File: config.mk
export PLATFORM = sky130hd
export DESIGN_NAME = touch_event_to_screen_point_unit_flat
export DESIGN_NICKNAME = d
export VERILOG_FILES = /design/src/sv/tesp_pkg.sv /design/src/sv/tesp_channels.sv /design/src/sv/tesp_axis_scaler.sv /design/src/sv/touch_event_to_screen_point_unit.sv /design/src/flat_wrapper.sv
export VERILOG_INCLUDE_DIRS = /design/src /design/src/sv
export SDC_FILE = /design/constraint.sdc
export NUM_CORES = 2
export LEC_CHECK = 0
export BUFFER_PORTS_ARGS = -buffer_cell sky130_fd_sc_hd__buf_2
export CORE_MARGIN = 2
export CORE_UTILIZATION = 70
export CTS_BUF_LIST = sky130_fd_sc_hd__clkbuf_4
export CTS_CLUSTER_SIZE = 40
export DETAILED_ROUTE_END_ITERATION = 10
export PLACE_DENSITY = 0.87
export SETUP_SLACK_MARGIN = 0.02
export SLEW_MARGIN = 20
export SYNTH_ARGS = -nofsm -noshare
export SYNTH_HDL_FRONTEND = slang
export SYNTH_HIERARCHICAL = 1
export SYNTH_SLANG_ARGS = --single-unit
File: constraint.sdc
create_clock -name clock -period 12.1 [get_ports clock]
set_input_delay 0.605 -clock clock [delete_from_list [all_inputs] [get_ports clock]]
set_output_delay 0.605 -clock clock [all_outputs]
set_load 0.02 [all_outputs]
File: src/sv/touch_event_to_screen_point_unit_macros.svh
// ----------------------------------------------------------------------------
// Touch event to screen point: assertion macros
// Concurrent assertion helpers, compiled out when SYNTHESIS is defined.
// ----------------------------------------------------------------------------
`ifndef TOUCH_EVENT_TO_SCREEN_POINT_UNIT_MACROS_SVH
`define TOUCH_EVENT_TO_SCREEN_POINT_UNIT_MACROS_SVH

`ifndef SYNTHESIS
// Same-cycle implication.
`define TESP_ASSERT_IMP(label, clk, rst, ante, cons, msg) \
   label: assert property (@(posedge clk) disable iff (rst) (ante) |-> (cons)) \
      else $error(msg);
// Next-cycle implication.
`define TESP_ASSERT_NXT(label, clk, rst, ante, cons, msg) \
   label: assert property (@(posedge clk) disable iff (rst) (ante) |=> (cons)) \
      else $error(msg);
`else
`define TESP_ASSERT_IMP(label, clk, rst, ante, cons, msg)
`define TESP_ASSERT_NXT(label, clk, rst, ante, cons, msg)
`endif

`endif

File: src/sv/tesp_pkg.sv
// ----------------------------------------------------------------------------
// Touch event to screen point: shared package
// Field widths and the command and status bundles of the axis scaler.
// ----------------------------------------------------------------------------
`default_nettype none

package tesp_pkg;

   localparam int COORD_BITS_DEFAULT = 12;

   localparam int RAW_BITS       = 32;
   localparam int SIZE_BITS      = 13;
   localparam int DIFF_BITS      = RAW_BITS + 1;
   localparam int PROD_BITS      = DIFF_BITS + SIZE_BITS;
   localparam int QUO_BITS       = 13;
   localparam int TYPE_BITS      = 5;
   localparam int CODE_BITS      = 10;
   localparam int CSR_INDEX_BITS = 3;
   localparam int ROT_BITS       = 2;

   typedef struct packed {
      logic                        start;
      logic signed [RAW_BITS-1:0]  raw;
      logic signed [RAW_BITS-1:0]  lo;
      logic signed [RAW_BITS-1:0]  hi;
      logic        [SIZE_BITS-1:0] size;
   } scl_cmd_type;

   typedef struct packed {
      logic                       done;
      logic        [QUO_BITS-1:0] result;
   } scl_rsp_type;

endpackage

`default_nettype wire

File: src/sv/tesp_channels.sv
// ----------------------------------------------------------------------------
// Touch event to screen point: channel interfaces
// Valid/ready interfaces for the event input and the screen point output.
// ----------------------------------------------------------------------------
`default_nettype none

interface tesp_req_if;
   logic                                   valid;
   logic                                   ready;
   logic        [tesp_pkg::TYPE_BITS-1:0]  event_type;
   logic        [tesp_pkg::CODE_BITS-1:0]  event_code;
   logic signed [tesp_pkg::RAW_BITS-1:0]   event_value;

   modport source (output valid, event_type, event_code, event_value, input ready);
   modport sink   (input valid, event_type, event_code, event_value, output ready);
endinterface

interface tesp_rsp_if #(
   parameter int COORD_BITS = tesp_pkg::COORD_BITS_DEFAULT
);
   logic                  valid;
   logic                  ready;
   logic                  pressed;
   logic                  point_valid;
   logic [COORD_BITS-1:0] point_x;
   logic [COORD_BITS-1:0] point_y;

   modport source (output valid, pressed, point_valid, point_x, point_y, input ready);
   modport sink   (input valid, pressed, point_valid, point_x, point_y, output ready);
endinterface

`default_nettype wire

File: src/sv/tesp_axis_scaler.sv
// ----------------------------------------------------------------------------
// Touch event to screen point: axis scaler
// Clamps a raw coordinate and scales it to the panel size with a bit-serial
// multiply and a bit-serial restoring division rounded to nearest.
// ----------------------------------------------------------------------------
`default_nettype none
`include "touch_event_to_screen_point_unit_macros.svh"

module tesp_axis_scaler (
   input  wire logic                  clock,
   input  wire logic                  reset,
   input  wire tesp_pkg::scl_cmd_type cmd,
   output tesp_pkg::scl_rsp_type      rsp
);
   import tesp_pkg::*;

   localparam int CNT_BITS = $clog2(QUO_BITS > SIZE_BITS ? QUO_BITS : SIZE_BITS);

   typedef enum logic [2:0] {
      ST_IDLE, ST_CLAMP, ST_DIFF, ST_MUL, ST_ROUND, ST_DIV, ST_DONE
   } state_type;

   state_type                   state_ff, state_in;
   logic        [CNT_BITS-1:0]  cnt_ff, cnt_in;
   logic signed [RAW_BITS-1:0]  c_ff, c_in;
   logic signed [RAW_BITS-1:0]  lo_ff, lo_in;
   logic signed [RAW_BITS-1:0]  hi_ff, hi_in;
   logic        [SIZE_BITS-1:0] size_ff, size_in;
   logic        [DIFF_BITS-1:0] den_ff, den_in;
   logic        [DIFF_BITS-1:0] mcand_ff, mcand_in;
   logic        [SIZE_BITS-1:0] mplier_ff, mplier_in;
   logic        [PROD_BITS-1:0] acc_ff, acc_in;
   logic        [DIFF_BITS-1:0] rem_ff, rem_in;
   logic        [QUO_BITS-1:0]  quo_ff, quo_in;

   logic        [PROD_BITS-1:0] num;
   logic        [DIFF_BITS:0]   trial;
   logic        [DIFF_BITS:0]   trial_sub;

   always_comb begin
      state_in  = state_ff;
      cnt_in    = cnt_ff;
      c_in      = c_ff;
      lo_in     = lo_ff;
      hi_in     = hi_ff;
      size_in   = size_ff;
      den_in    = den_ff;
      mcand_in  = mcand_ff;
      mplier_in = mplier_ff;
      acc_in    = acc_ff;
      rem_in    = rem_ff;
      quo_in    = quo_ff;

      num       = acc_ff + PROD_BITS'(den_ff >> 1);
      trial     = {rem_ff, quo_ff[QUO_BITS-1]};
      trial_sub = trial - {1'b0, den_ff};

      unique case (state_ff)
         ST_IDLE: begin
            if (cmd.start) begin
               c_in     = cmd.raw;
               lo_in    = cmd.lo;
               hi_in    = cmd.hi;
               size_in  = cmd.size;
               state_in = ST_CLAMP;
            end
         end
         ST_CLAMP: begin
            // A range with hi <= lo or a size below two gives zero.
            if (size_ff <= SIZE_BITS'(1) || hi_ff <= lo_ff) begin
               quo_in   = '0;
               state_in = ST_DONE;
            end else begin
               if (c_ff < lo_ff) begin
                  c_in = lo_ff;
               end else if (c_ff > hi_ff) begin
                  c_in = hi_ff;
               end
               den_in   = {hi_ff[RAW_BITS-1], hi_ff} - {lo_ff[RAW_BITS-1], lo_ff};
               state_in = ST_DIFF;
            end
         end
         ST_DIFF: begin
            mcand_in  = {c_ff[RAW_BITS-1], c_ff} - {lo_ff[RAW_BITS-1], lo_ff};
            mplier_in = size_ff - SIZE_BITS'(1);
            acc_in    = '0;
            cnt_in    = CNT_BITS'(SIZE_BITS - 1);
            state_in  = ST_MUL;
         end
         ST_MUL: begin
            // Multiplier bits enter most significant first.
            acc_in    = {acc_ff[PROD_BITS-2:0], 1'b0}
                      + (mplier_ff[SIZE_BITS-1] ? PROD_BITS'(mcand_ff) : '0);
            mplier_in = {mplier_ff[SIZE_BITS-2:0], 1'b0};
            cnt_in    = cnt_ff - CNT_BITS'(1);
            if (cnt_ff == '0) begin
               state_in = ST_ROUND;
            end
         end
         ST_ROUND: begin
            // The quotient is below 2^QUO_BITS, so the upper part of the
            // rounded numerator is already below the divisor.
            rem_in   = num[PROD_BITS-1:QUO_BITS];
            quo_in   = num[QUO_BITS-1:0];
            cnt_in   = CNT_BITS'(QUO_BITS - 1);
            state_in = ST_DIV;
         end
         ST_DIV: begin
            if (!trial_sub[DIFF_BITS]) begin
               rem_in = trial_sub[DIFF_BITS-1:0];
            end else begin
               rem_in = trial[DIFF_BITS-1:0];
            end
            quo_in = {quo_ff[QUO_BITS-2:0], ~trial_sub[DIFF_BITS]};
            cnt_in = cnt_ff - CNT_BITS'(1);
            if (cnt_ff == '0) begin
               state_in = ST_DONE;
            end
         end
         ST_DONE: begin
            state_in = ST_IDLE;
         end
         default: begin
            state_in = ST_IDLE;
         end
      endcase
   end

   always_ff @(posedge clock) begin
      if (reset) begin
         state_ff <= ST_IDLE;
         cnt_ff   <= '0;
      end else begin
         state_ff <= state_in;
         cnt_ff   <= cnt_in;
      end
      c_ff      <= c_in;
      lo_ff     <= lo_in;
      hi_ff     <= hi_in;
      size_ff   <= size_in;
      den_ff    <= den_in;
      mcand_ff  <= mcand_in;
      mplier_ff <= mplier_in;
      acc_ff    <= acc_in;
      rem_ff    <= rem_in;
      quo_ff    <= quo_in;
   end

   assign rsp.done   = (state_ff == ST_DONE);
   assign rsp.result = quo_ff;

   `TESP_ASSERT_IMP(a_rem_below_den, clock, reset, state_ff == ST_DIV, rem_ff < den_ff, "scaler remainder not below divisor")
   `TESP_ASSERT_IMP(a_start_when_idle, clock, reset, cmd.start, state_ff == ST_IDLE, "scaler started while busy")

endmodule

`default_nettype wire

File: src/sv/touch_event_to_screen_point_unit.sv
// An event whose point is not yet valid goes from the idle state to the
// finish state and then into the output register; otherwise each axis,
// X first, passes through the serial scaler (clamp, difference, 13 multiply
// steps, rounding, 13 division steps). One event is in work at a time; the
// shared bit-serial scaler sets the rate. Reset is synchronous: it restores
// the register defaults and clears the stored axes, seen flags and pressed flag.
// ----------------------------------------------------------------------------
// Touch event to screen point unit
// Decodes evdev events into a pressed flag and a scaled, rotated screen point.
// ----------------------------------------------------------------------------
`default_nettype none
`include "touch_event_to_screen_point_unit_macros.svh"

module touch_event_to_screen_point_unit #(
   parameter int COORD_BITS = tesp_pkg::COORD_BITS_DEFAULT
) (
   input  wire logic                                   clock,
   input  wire logic                                   reset,
   tesp_req_if.sink                                    req_chan,
   tesp_rsp_if.source                                  rsp_chan,
   input  wire logic                                   csr_write_en,
   input  wire logic [tesp_pkg::CSR_INDEX_BITS-1:0]    csr_index,
   input  wire logic [tesp_pkg::RAW_BITS-1:0]          csr_wdata
);
   import tesp_pkg::*;

   // Event types and codes of the evdev encoding that this unit reacts to.
   localparam logic [TYPE_BITS-1:0] EV_KEY_TYPE    = TYPE_BITS'(1);
   localparam logic [TYPE_BITS-1:0] EV_ABS_TYPE    = TYPE_BITS'(3);
   localparam logic [CODE_BITS-1:0] CODE_ABS_X     = CODE_BITS'(0);
   localparam logic [CODE_BITS-1:0] CODE_ABS_Y     = CODE_BITS'(1);
   localparam logic [CODE_BITS-1:0] CODE_MT_X      = CODE_BITS'(53);
   localparam logic [CODE_BITS-1:0] CODE_MT_Y      = CODE_BITS'(54);
   localparam logic [CODE_BITS-1:0] CODE_MT_TRACK  = CODE_BITS'(57);
   localparam logic [CODE_BITS-1:0] CODE_BTN_MOUSE = CODE_BITS'(272);
   localparam logic [CODE_BITS-1:0] CODE_BTN_TOUCH = CODE_BITS'(330);

   // Register map.
   localparam logic [CSR_INDEX_BITS-1:0] CSR_X_MIN    = CSR_INDEX_BITS'(0);
   localparam logic [CSR_INDEX_BITS-1:0] CSR_X_MAX    = CSR_INDEX_BITS'(1);
   localparam logic [CSR_INDEX_BITS-1:0] CSR_Y_MIN    = CSR_INDEX_BITS'(2);
   localparam logic [CSR_INDEX_BITS-1:0] CSR_Y_MAX    = CSR_INDEX_BITS'(3);
   localparam logic [CSR_INDEX_BITS-1:0] CSR_WIDTH    = CSR_INDEX_BITS'(4);
   localparam logic [CSR_INDEX_BITS-1:0] CSR_HEIGHT   = CSR_INDEX_BITS'(5);
   localparam logic [CSR_INDEX_BITS-1:0] CSR_ROTATION = CSR_INDEX_BITS'(6);

   localparam logic [ROT_BITS-1:0] ROT_0   = ROT_BITS'(0);
   localparam logic [ROT_BITS-1:0] ROT_90  = ROT_BITS'(1);
   localparam logic [ROT_BITS-1:0] ROT_180 = ROT_BITS'(2);
   localparam logic [ROT_BITS-1:0] ROT_270 = ROT_BITS'(3);

   // Rotated coordinates range from -1 to 2^SIZE_BITS - 2.
   localparam int ROT_W = SIZE_BITS + 1;
   localparam int TOP_W = 17;
   localparam logic [TOP_W-1:0] COORD_TOP = TOP_W'((1 << COORD_BITS) - 1);

   typedef enum logic [2:0] {
      ST_IDLE, ST_START_X, ST_WAIT_X, ST_START_Y, ST_WAIT_Y, ST_FINISH
   } state_type;

   // Configuration registers.
   logic signed [RAW_BITS-1:0]  x_min_ff, y_min_ff, x_max_ff, y_max_ff;
   logic        [SIZE_BITS-1:0] width_ff, height_ff;
   logic        [ROT_BITS-1:0]  rotation_ff;

   // Event state.
   state_type                   state_ff, state_in;
   logic signed [RAW_BITS-1:0]  raw_x_ff, raw_x_in;
   logic signed [RAW_BITS-1:0]  raw_y_ff, raw_y_in;
   logic                        seen_x_ff, seen_x_in;
   logic                        seen_y_ff, seen_y_in;
   logic                        touch_ff, touch_in;
   logic        [QUO_BITS-1:0]  px_ff, px_in;
   logic        [QUO_BITS-1:0]  py_ff, py_in;

   // Output register.
   logic                        rsp_valid_ff, rsp_valid_in;
   logic                        rsp_pressed_ff, rsp_pressed_in;
   logic                        rsp_pvalid_ff, rsp_pvalid_in;
   logic        [COORD_BITS-1:0] rsp_x_ff, rsp_x_in;
   logic        [COORD_BITS-1:0] rsp_y_ff, rsp_y_in;

   logic                        req_xfer;
   logic                        point_ok;
   logic signed [ROT_W-1:0]     w_m1, h_m1, pxs, pys, rot_x, rot_y;
   scl_cmd_type                 scl_cmd;
   scl_rsp_type                 scl_rsp;

   function automatic logic [COORD_BITS-1:0] sat_coord(input logic signed [ROT_W-1:0] v);
      logic [COORD_BITS-1:0] r;
      if (v < 0) begin
         r = '0;
      end else if (TOP_W'(v[ROT_W-2:0]) > COORD_TOP) begin
         r = COORD_TOP[COORD_BITS-1:0];
      end else begin
         r = COORD_BITS'(v[ROT_W-2:0]);
      end
      return r;
   endfunction

   // ---------------------------------------------------------------------
   // Configuration writes: the user must make them only while the unit is idle,
   // which the block does not enforce; scaler and rotation read them directly.
   // ---------------------------------------------------------------------
   always_ff @(posedge clock) begin
      if (reset) begin
         x_min_ff    <= '0;
         x_max_ff    <= RAW_BITS'(4095);
         y_min_ff    <= '0;
         y_max_ff    <= RAW_BITS'(4095);
         width_ff    <= SIZE_BITS'(800);
         height_ff   <= SIZE_BITS'(480);
         rotation_ff <= ROT_0;
      end else if (csr_write_en) begin
         unique case (csr_index)
            CSR_X_MIN:    x_min_ff    <= csr_wdata;
            CSR_X_MAX:    x_max_ff    <= csr_wdata;
            CSR_Y_MIN:    y_min_ff    <= csr_wdata;
            CSR_Y_MAX:    y_max_ff    <= csr_wdata;
            CSR_WIDTH:    width_ff    <= csr_wdata[SIZE_BITS-1:0];
            CSR_HEIGHT:   height_ff   <= csr_wdata[SIZE_BITS-1:0];
            CSR_ROTATION: rotation_ff <= csr_wdata[ROT_BITS-1:0];
            default: ;
         endcase
      end
   end

   // ---------------------------------------------------------------------
   // Shared bit-serial scaler. X is scaled first, then Y; the scaler
   // latches its operands on the start cycle.
   // ---------------------------------------------------------------------
   always_comb begin
      scl_cmd.start = (state_ff == ST_START_X) || (state_ff == ST_START_Y);
      if (state_ff == ST_START_Y) begin
         scl_cmd.raw  = raw_y_ff;
         scl_cmd.lo   = y_min_ff;
         scl_cmd.hi   = y_max_ff;
         scl_cmd.size = height_ff;
      end else begin
         scl_cmd.raw  = raw_x_ff;
         scl_cmd.lo   = x_min_ff;
         scl_cmd.hi   = x_max_ff;
         scl_cmd.size = width_ff;
      end
   end

   tesp_axis_scaler u_scaler (
      .clock (clock),
      .reset (reset),
      .cmd   (scl_cmd),
      .rsp   (scl_rsp)
   );

   // ---------------------------------------------------------------------
   // Rotation about the panel, with saturation to the coordinate field.
   // A panel size of zero gives -1 here, which saturates to zero.
   // ---------------------------------------------------------------------
   always_comb begin
      w_m1 = signed'({1'b0, width_ff}) - ROT_W'(1);
      h_m1 = signed'({1'b0, height_ff}) - ROT_W'(1);
      pxs  = signed'(ROT_W'(px_ff));
      pys  = signed'(ROT_W'(py_ff));
      unique case (rotation_ff)
         ROT_90: begin
            rot_x = h_m1 - pys;
            rot_y = pxs;
         end
         ROT_180: begin
            rot_x = w_m1 - pxs;
            rot_y = h_m1 - pys;
         end
         ROT_270: begin
            rot_x = pys;
            rot_y = w_m1 - pxs;
         end
         default: begin
            rot_x = pxs;
            rot_y = pys;
         end
      endcase
   end

   // ---------------------------------------------------------------------
   // Event decode and sequencing.
   // ---------------------------------------------------------------------
   assign req_xfer = req_chan.valid && req_chan.ready;
   assign point_ok = seen_x_ff && seen_y_ff;

   always_comb begin
      state_in       = state_ff;
      raw_x_in       = raw_x_ff;
      raw_y_in       = raw_y_ff;
      seen_x_in      = seen_x_ff;
      seen_y_in      = seen_y_ff;
      touch_in       = touch_ff;
      px_in          = px_ff;
      py_in          = py_ff;
      rsp_valid_in   = rsp_valid_ff;
      rsp_pressed_in = rsp_pressed_ff;
      rsp_pvalid_in  = rsp_pvalid_ff;
      rsp_x_in       = rsp_x_ff;
      rsp_y_in       = rsp_y_ff;

      // The output register empties on a transfer and may refill below.
      if (rsp_valid_ff && rsp_chan.ready) begin
         rsp_valid_in = 1'b0;
      end

      unique case (state_ff)
         ST_IDLE: begin
            if (req_xfer) begin
               if (req_chan.event_type == EV_ABS_TYPE) begin
                  if (req_chan.event_code == CODE_ABS_X ||
                      req_chan.event_code == CODE_MT_X) begin
                     raw_x_in  = req_chan.event_value;
                     seen_x_in = 1'b1;
                  end else if (req_chan.event_code == CODE_ABS_Y ||
                               req_chan.event_code == CODE_MT_Y) begin
                     raw_y_in  = req_chan.event_value;
                     seen_y_in = 1'b1;
                  end else if (req_chan.event_code == CODE_MT_TRACK) begin
                     // A negative tracking id marks the contact as lifted.
                     touch_in = ~req_chan.event_value[RAW_BITS-1];
                  end
               end else if (req_chan.event_type == EV_KEY_TYPE) begin
                  if (req_chan.event_code == CODE_BTN_TOUCH ||
                      req_chan.event_code == CODE_BTN_MOUSE) begin
                     touch_in = (req_chan.event_value != '0);
                  end
               end
               state_in = (seen_x_in && seen_y_in) ? ST_START_X : ST_FINISH;
            end
         end
         ST_START_X: begin
            state_in = ST_WAIT_X;
         end
         ST_WAIT_X: begin
            if (scl_rsp.done) begin
               px_in    = scl_rsp.result;
               state_in = ST_START_Y;
            end
         end
         ST_START_Y: begin
            state_in = ST_WAIT_Y;
         end
         ST_WAIT_Y: begin
            if (scl_rsp.done) begin
               py_in    = scl_rsp.result;
               state_in = ST_FINISH;
            end
         end
         ST_FINISH: begin
            // Wait here only while a previous result is still not taken.
            if (!rsp_valid_ff || rsp_chan.ready) begin
               rsp_valid_in   = 1'b1;
               rsp_pressed_in = touch_ff;
               rsp_pvalid_in  = point_ok;
               rsp_x_in       = point_ok ? sat_coord(rot_x) : '0;
               rsp_y_in       = point_ok ? sat_coord(rot_y) : '0;
               state_in       = ST_IDLE;
            end
         end
         default: begin
            state_in = ST_IDLE;
         end
      endcase
   end

   always_ff @(posedge clock) begin
      if (reset) begin
         state_ff     <= ST_IDLE;
         raw_x_ff     <= '0;
         raw_y_ff     <= '0;
         seen_x_ff    <= 1'b0;
         seen_y_ff    <= 1'b0;
         touch_ff     <= 1'b0;
         rsp_valid_ff <= 1'b0;
      end else begin
         state_ff     <= state_in;
         raw_x_ff     <= raw_x_in;
         raw_y_ff     <= raw_y_in;
         seen_x_ff    <= seen_x_in;
         seen_y_ff    <= seen_y_in;
         touch_ff     <= touch_in;
         rsp_valid_ff <= rsp_valid_in;
      end
      px_ff          <= px_in;
      py_ff          <= py_in;
      rsp_pressed_ff <= rsp_pressed_in;
      rsp_pvalid_ff  <= rsp_pvalid_in;
      rsp_x_ff       <= rsp_x_in;
      rsp_y_ff       <= rsp_y_in;
   end

   assign req_chan.ready       = (state_ff == ST_IDLE);
   assign rsp_chan.valid       = rsp_valid_ff;
   assign rsp_chan.pressed     = rsp_pressed_ff;
   assign rsp_chan.point_valid = rsp_pvalid_ff;
   assign rsp_chan.point_x     = rsp_x_ff;
   assign rsp_chan.point_y     = rsp_y_ff;

   `TESP_ASSERT_IMP(a_done_while_waiting, clock, reset, scl_rsp.done, state_ff == ST_WAIT_X || state_ff == ST_WAIT_Y, "scaler finished outside a wait state")
   `TESP_ASSERT_IMP(a_invalid_point_zero, clock, reset, rsp_valid_ff && !rsp_pvalid_ff, rsp_x_ff == '0 && rsp_y_ff == '0, "point not zero before both axes are seen")

endmodule

`default_nettype wire

File: src/flat_wrapper.sv
// flat-port wrapper written by rule: the top's interface ports become plain ports
module touch_event_to_screen_point_unit_flat import tesp_pkg::*;
#(
   parameter int COORD_BITS = tesp_pkg::COORD_BITS_DEFAULT
)
  (clock, reset, csr_write_en, csr_index, csr_wdata, req_chan_valid, req_chan_event_type, req_chan_event_code, req_chan_event_value, req_chan_ready, rsp_chan_valid, rsp_chan_pressed, rsp_chan_point_valid, rsp_chan_point_x, rsp_chan_point_y, rsp_chan_ready);
  tesp_req_if req_chan_i ();
  tesp_rsp_if #(.COORD_BITS(COORD_BITS)) rsp_chan_i ();
  input  wire logic clock;
  input  wire logic reset;
  input  wire logic csr_write_en;
  input  wire logic [tesp_pkg::CSR_INDEX_BITS-1:0] csr_index;
  input  wire logic [tesp_pkg::RAW_BITS-1:0] csr_wdata;
  input wire logic [$bits(req_chan_i.valid)-1:0] req_chan_valid;
  input wire logic [$bits(req_chan_i.event_type)-1:0] req_chan_event_type;
  input wire logic [$bits(req_chan_i.event_code)-1:0] req_chan_event_code;
  input wire logic [$bits(req_chan_i.event_value)-1:0] req_chan_event_value;
  output wire logic [$bits(req_chan_i.ready)-1:0] req_chan_ready;
  output wire logic [$bits(rsp_chan_i.valid)-1:0] rsp_chan_valid;
  output wire logic [$bits(rsp_chan_i.pressed)-1:0] rsp_chan_pressed;
  output wire logic [$bits(rsp_chan_i.point_valid)-1:0] rsp_chan_point_valid;
  output wire logic [$bits(rsp_chan_i.point_x)-1:0] rsp_chan_point_x;
  output wire logic [$bits(rsp_chan_i.point_y)-1:0] rsp_chan_point_y;
  input wire logic [$bits(rsp_chan_i.ready)-1:0] rsp_chan_ready;
  assign req_chan_i.valid = req_chan_valid;
  assign req_chan_i.event_type = req_chan_event_type;
  assign req_chan_i.event_code = req_chan_event_code;
  assign req_chan_i.event_value = req_chan_event_value;
  assign req_chan_ready = req_chan_i.ready;
  assign rsp_chan_valid = rsp_chan_i.valid;
  assign rsp_chan_pressed = rsp_chan_i.pressed;
  assign rsp_chan_point_valid = rsp_chan_i.point_valid;
  assign rsp_chan_point_x = rsp_chan_i.point_x;
  assign rsp_chan_point_y = rsp_chan_i.point_y;
  assign rsp_chan_i.ready = rsp_chan_ready;
  touch_event_to_screen_point_unit #(.COORD_BITS(COORD_BITS)) u_core (.clock(clock), .reset(reset), .req_chan(req_chan_i), .rsp_chan(rsp_chan_i), .csr_write_en(csr_write_en), .csr_index(csr_index), .csr_wdata(csr_wdata));
endmodule
==> flow_metrics.tcl <==
set metrics [dict create \
    initial_core_util 0.711 \
    synth_seq_cells 566 \
    synth_compound_area_frac 0.155 \
    yosys.area_share.simple 0.165 \
    synth_top_family_by_area "simple AND/OR/NAND/NOR gates" \
    finalWirelength_um 99100 \
    power_uw 6480 \
    cp_num_buf_inv 1 \
    p_leak_uw 0.0152 \
    grt_max_degree 121 \
    synth_area_um2 34000 \
    drt_iter0_markers 4088 \
    syn_to_final_growth_pct 10.4 \
    viasPerCell 6.54 \
    die_h_um 225 \
    clk_pin_slew_ps 60 \
    yosysWarnings 6 \
    yosysTopAreaCell "edfxtp_1" \
    setup_violations 0 \
    portBuffers 114 \
    grt.busiest_layer "met2" \
    path_cells "and2_1, ha_1, inv_1, fa_1, nor2b_1, o31ai_1, a211o_1, nand3_1, nand2_1, o21ai_1, or4_4, a41oi_2, or3_1, a21oi_1" \
    synth_enable_flop_cells 332 \
    cts_buffer_depth 3 \
    dpl.hpwl_um 66300 \
    placeableCoreArea_um2 47800 \
    cts_root_buf "clkbuf_4" \
    fin_worst_skew_ps 85.4 \
    outcome "complete, no violations" \
    use_met1 0.507 \
    met2_usage 0.607 \
    critPathTopFamily "simple AND/OR/NAND/NOR gates" \
    h-tree-depth 4 \
    worstPathRequired_ps 12890 \
    synthAdderAreaFrac 0.0865 \
    synthMuxAreaShare 0.0800 \
    dieArea_um2 50400 \
    netlist.area_leader.share 0.293 \
    async_flop_share 0 \
    cts_tree "built" \
    grt_pass1_vias 28806 \
    synth_cell_types 102 \
    power_density_nw_per_um2 173 \
    max_clock_freq_mhz 238 \
    max_slew.worst_pin.slew_ps 1140 \
    vias 29531 \
    gp_congestion 0.926 \
    reg2reg_from "u_core/u_scaler/mplier_ff[12]" \
    synth.area.top_cells "edfxtp_1, dfxtp_1, ha_1" \
    syn_nets 3889 \
    cts_setup_buffers 0 \
    final_area_um2 37600 \
    setup_tns_ps 0 \
    antenna_left 0 \
    synth-xor-area-share 0.0440 \
    synthFlopType "edfxtp_1" \
    wl_per_cell_um 22.0 \
    critPathLaunchType "flop" \
    die_w_um 225 \
    grt_antenna_before_repair 4 \
    syn_inst 3571 \
    cts.sinks 566 \
    clock_latency_ps 1030 \
    placed_cell_area_um2 35000 \
    drc 0 \
    hold_path_class "in -> reg" \
    max-slew-margin-rel 0.238 \
    globalRouteOverflowTotal 0 \
    fin_nets 4106 \
    gr-usage-met3 0.0857 \
    fin_crit_sh 0.347 \
    syn_area_per_cell_um2 9.53 \
    cts_resized 0 \
    grt.total_usage 0.389 \
    rsz0062_at_grt "false" \
    cts_buffers 146 \
    finalCriticalPeriod_ps 4200 \
    crit_path_end_kind "flop" \
    critPathLaunch "u_core/u_scaler/mplier_ff[12]" \
    crit_arrival_ps 4990 \
    crit_fanout 33 \
    hp-start "reset" \
    cap_violations 0 \
    critical_path_class "reg -> reg" \
    final_max_slew_viol_count 0 \
    ioPinCount 115 \
    firstDrtPassIters 8 \
    hold_viol 0 \
    crit_path_top_delay_cell "edfxtp_1" \
    seq_area_frac_synth 0.431 \
    hold_buffers 67 \
    rows 80 \
    max_stage_delay_ps 850 \
    peakVddDrop_mv 0.114 \
    drive_gt1_frac 0.151 \
    grt_first_pass_wirelength_um 153000 \
]
-- worst paths after layout --
check / end / slack [ps] / depth (start not counted)
worst max register to register: u_core/u_scaler/acc_ff[37] / 7900 / 14
worst min register to register: u_core/rsp_chan.pressed / 450 / 0
worst max-delay path: u_core/u_scaler/acc_ff[37] / 7900 / 14
worst min-delay path: u_core/u_scaler/cnt_ff[1] / 60 / 2
-- per-layer routing --
metal  share of wire  wire length, µm
met1            0.39            39000
met2            0.45            44700
met3            0.10             9990
met4           0.054             5380
met5               0                0
-- cell type report --
cell class                      count  area, µm²
Clock buffer                      219       1640
Inverter                          182        683
Clock inverter                     34        221
Multi-Input combinational cell   2683      18100
Sequential cell                   566      14700
Fill cell                        2974      10300
Tap cell                          615        769
Timing Repair Buffer              209       1460
Antenna cell                        4       10.0
-- synth_stat cells (all sizes together) (8+ instances only) --
cell type / instances
nand2b: 35
inv: 182
a21oi: 358
clkbuf: 108
nor2b: 34
dfxtp: 234
a21boi: 15
nand3b: 36
edfxtp: 332
mux2: 111
mux2i: 120
xor2: 83
and2: 52
nor3b: 15
o211ai: 19
nand4: 27
or3: 19
o21bai: 21
a211o: 9
buf: 32
xnor2: 87
nor4: 18
o21a: 34
nor3: 55
nand3: 58
and3: 28
a31oi: 39
a211oi: 26
o31ai: 8
mux4: 12
nor2: 325
or2: 12
o21ai: 131
o221ai: 9
nand2: 481
a21o: 77
ha: 224
-- worst register-to-register path, stage by stage (launching register included) --
cell and delay (ps):
edfxtp_1 850, and2_1 240, ha_1 190, inv_1 70, fa_1 390, nor2b_1 260, o31ai_1 160, a211o_1 350
nand3_1 90, nand2_1 80, o21ai_1 280, or4_4 200, a41oi_2 290, or3_1 400, a21oi_1 170
-- state kept, by name, summed over array words and instances, names as in the netlist, 12 cells and up --
register and cells:
u_core/u_scaler/acc_ff 46, u_core/u_scaler/den_ff 33, u_core/u_scaler/mcand_ff 33, u_core/u_scaler/rem_ff 33, u_core/raw_x_ff 32, u_core/raw_y_ff 32
u_core/u_scaler/c_ff 32, u_core/u_scaler/hi_ff 32, u_core/u_scaler/lo_ff 32, u_core/x_max_ff 32, u_core/x_min_ff 32, u_core/y_max_ff 32
u_core/y_min_ff 32, u_core/height_ff 13, u_core/px_ff 13, u_core/py_ff 13, u_core/u_scaler/mplier_ff 13, u_core/u_scaler/quo_ff 13
u_core/u_scaler/size_ff 13, u_core/width_ff 13, u_core/rsp_chan.point_x 12, u_core/rsp_chan.point_y 12
-- per-stage QoR --
stage	instances	util	setup slack (ps)	hold slack, ps
2_1_floorplan	3571	-	4850	402
3_3_place_gp	4188	0.732	8200	438
3_5_place_dp	4188	0.732	8060	437
4_1_cts	4508	0.785	8010	1.12
5_1_grt	4512	0.785	7580	95.6
6_report	4512	0.785	7900	63.3
-- cell families (layout without fill, tap and decap cells) --
logic type               count (synthesis)  after routing
AO/OA/AOI/OAI                          821            821
XOR/XNOR                               170            170
flip-flops                             566            566
adder cells (fa/ha/maj)                231            231
AND/OR/NAND/NOR                       1218           1218
other                                    0              4
buffers and inverters                  322            644
multiplexers                           243            243
-- where the power goes --
part	internal, µW	switching [µW]	total, µW
clock network	870	821	1690
registers	2370	162	2530
logic	864	1390	2260
total	4110	2380	6480
-- cells in the final DEF, fill, tap and decap left out, types with 34 or more instances in the layout --
cell / synthesis / final
a21o_1: 76 / 76
a21oi_1: 334 / 334
a31oi_1: 38 / 38
and2_1: 51 / 49
buf_2: 9 / 113
clkbuf_4: 0 / 219
dfxtp_1: 234 / 234
dlygate4sd3_1: 0 / 67
edfxtp_1: 332 / 332
ha_1: 224 / 224
inv_1: 182 / 182
mux2_2: 111 / 111
mux2i_1: 120 / 120
nand2_1: 481 / 480
nand2b_1: 35 / 35
nand3_1: 58 / 57
nand3b_1: 36 / 36
nor2_1: 325 / 321
nor3_1: 55 / 52
o21a_1: 34 / 34
o21ai_0: 118 / 118
xnor2_1: 87 / 86
xor2_1: 82 / 82
Power figures use the tool's default switching activity.
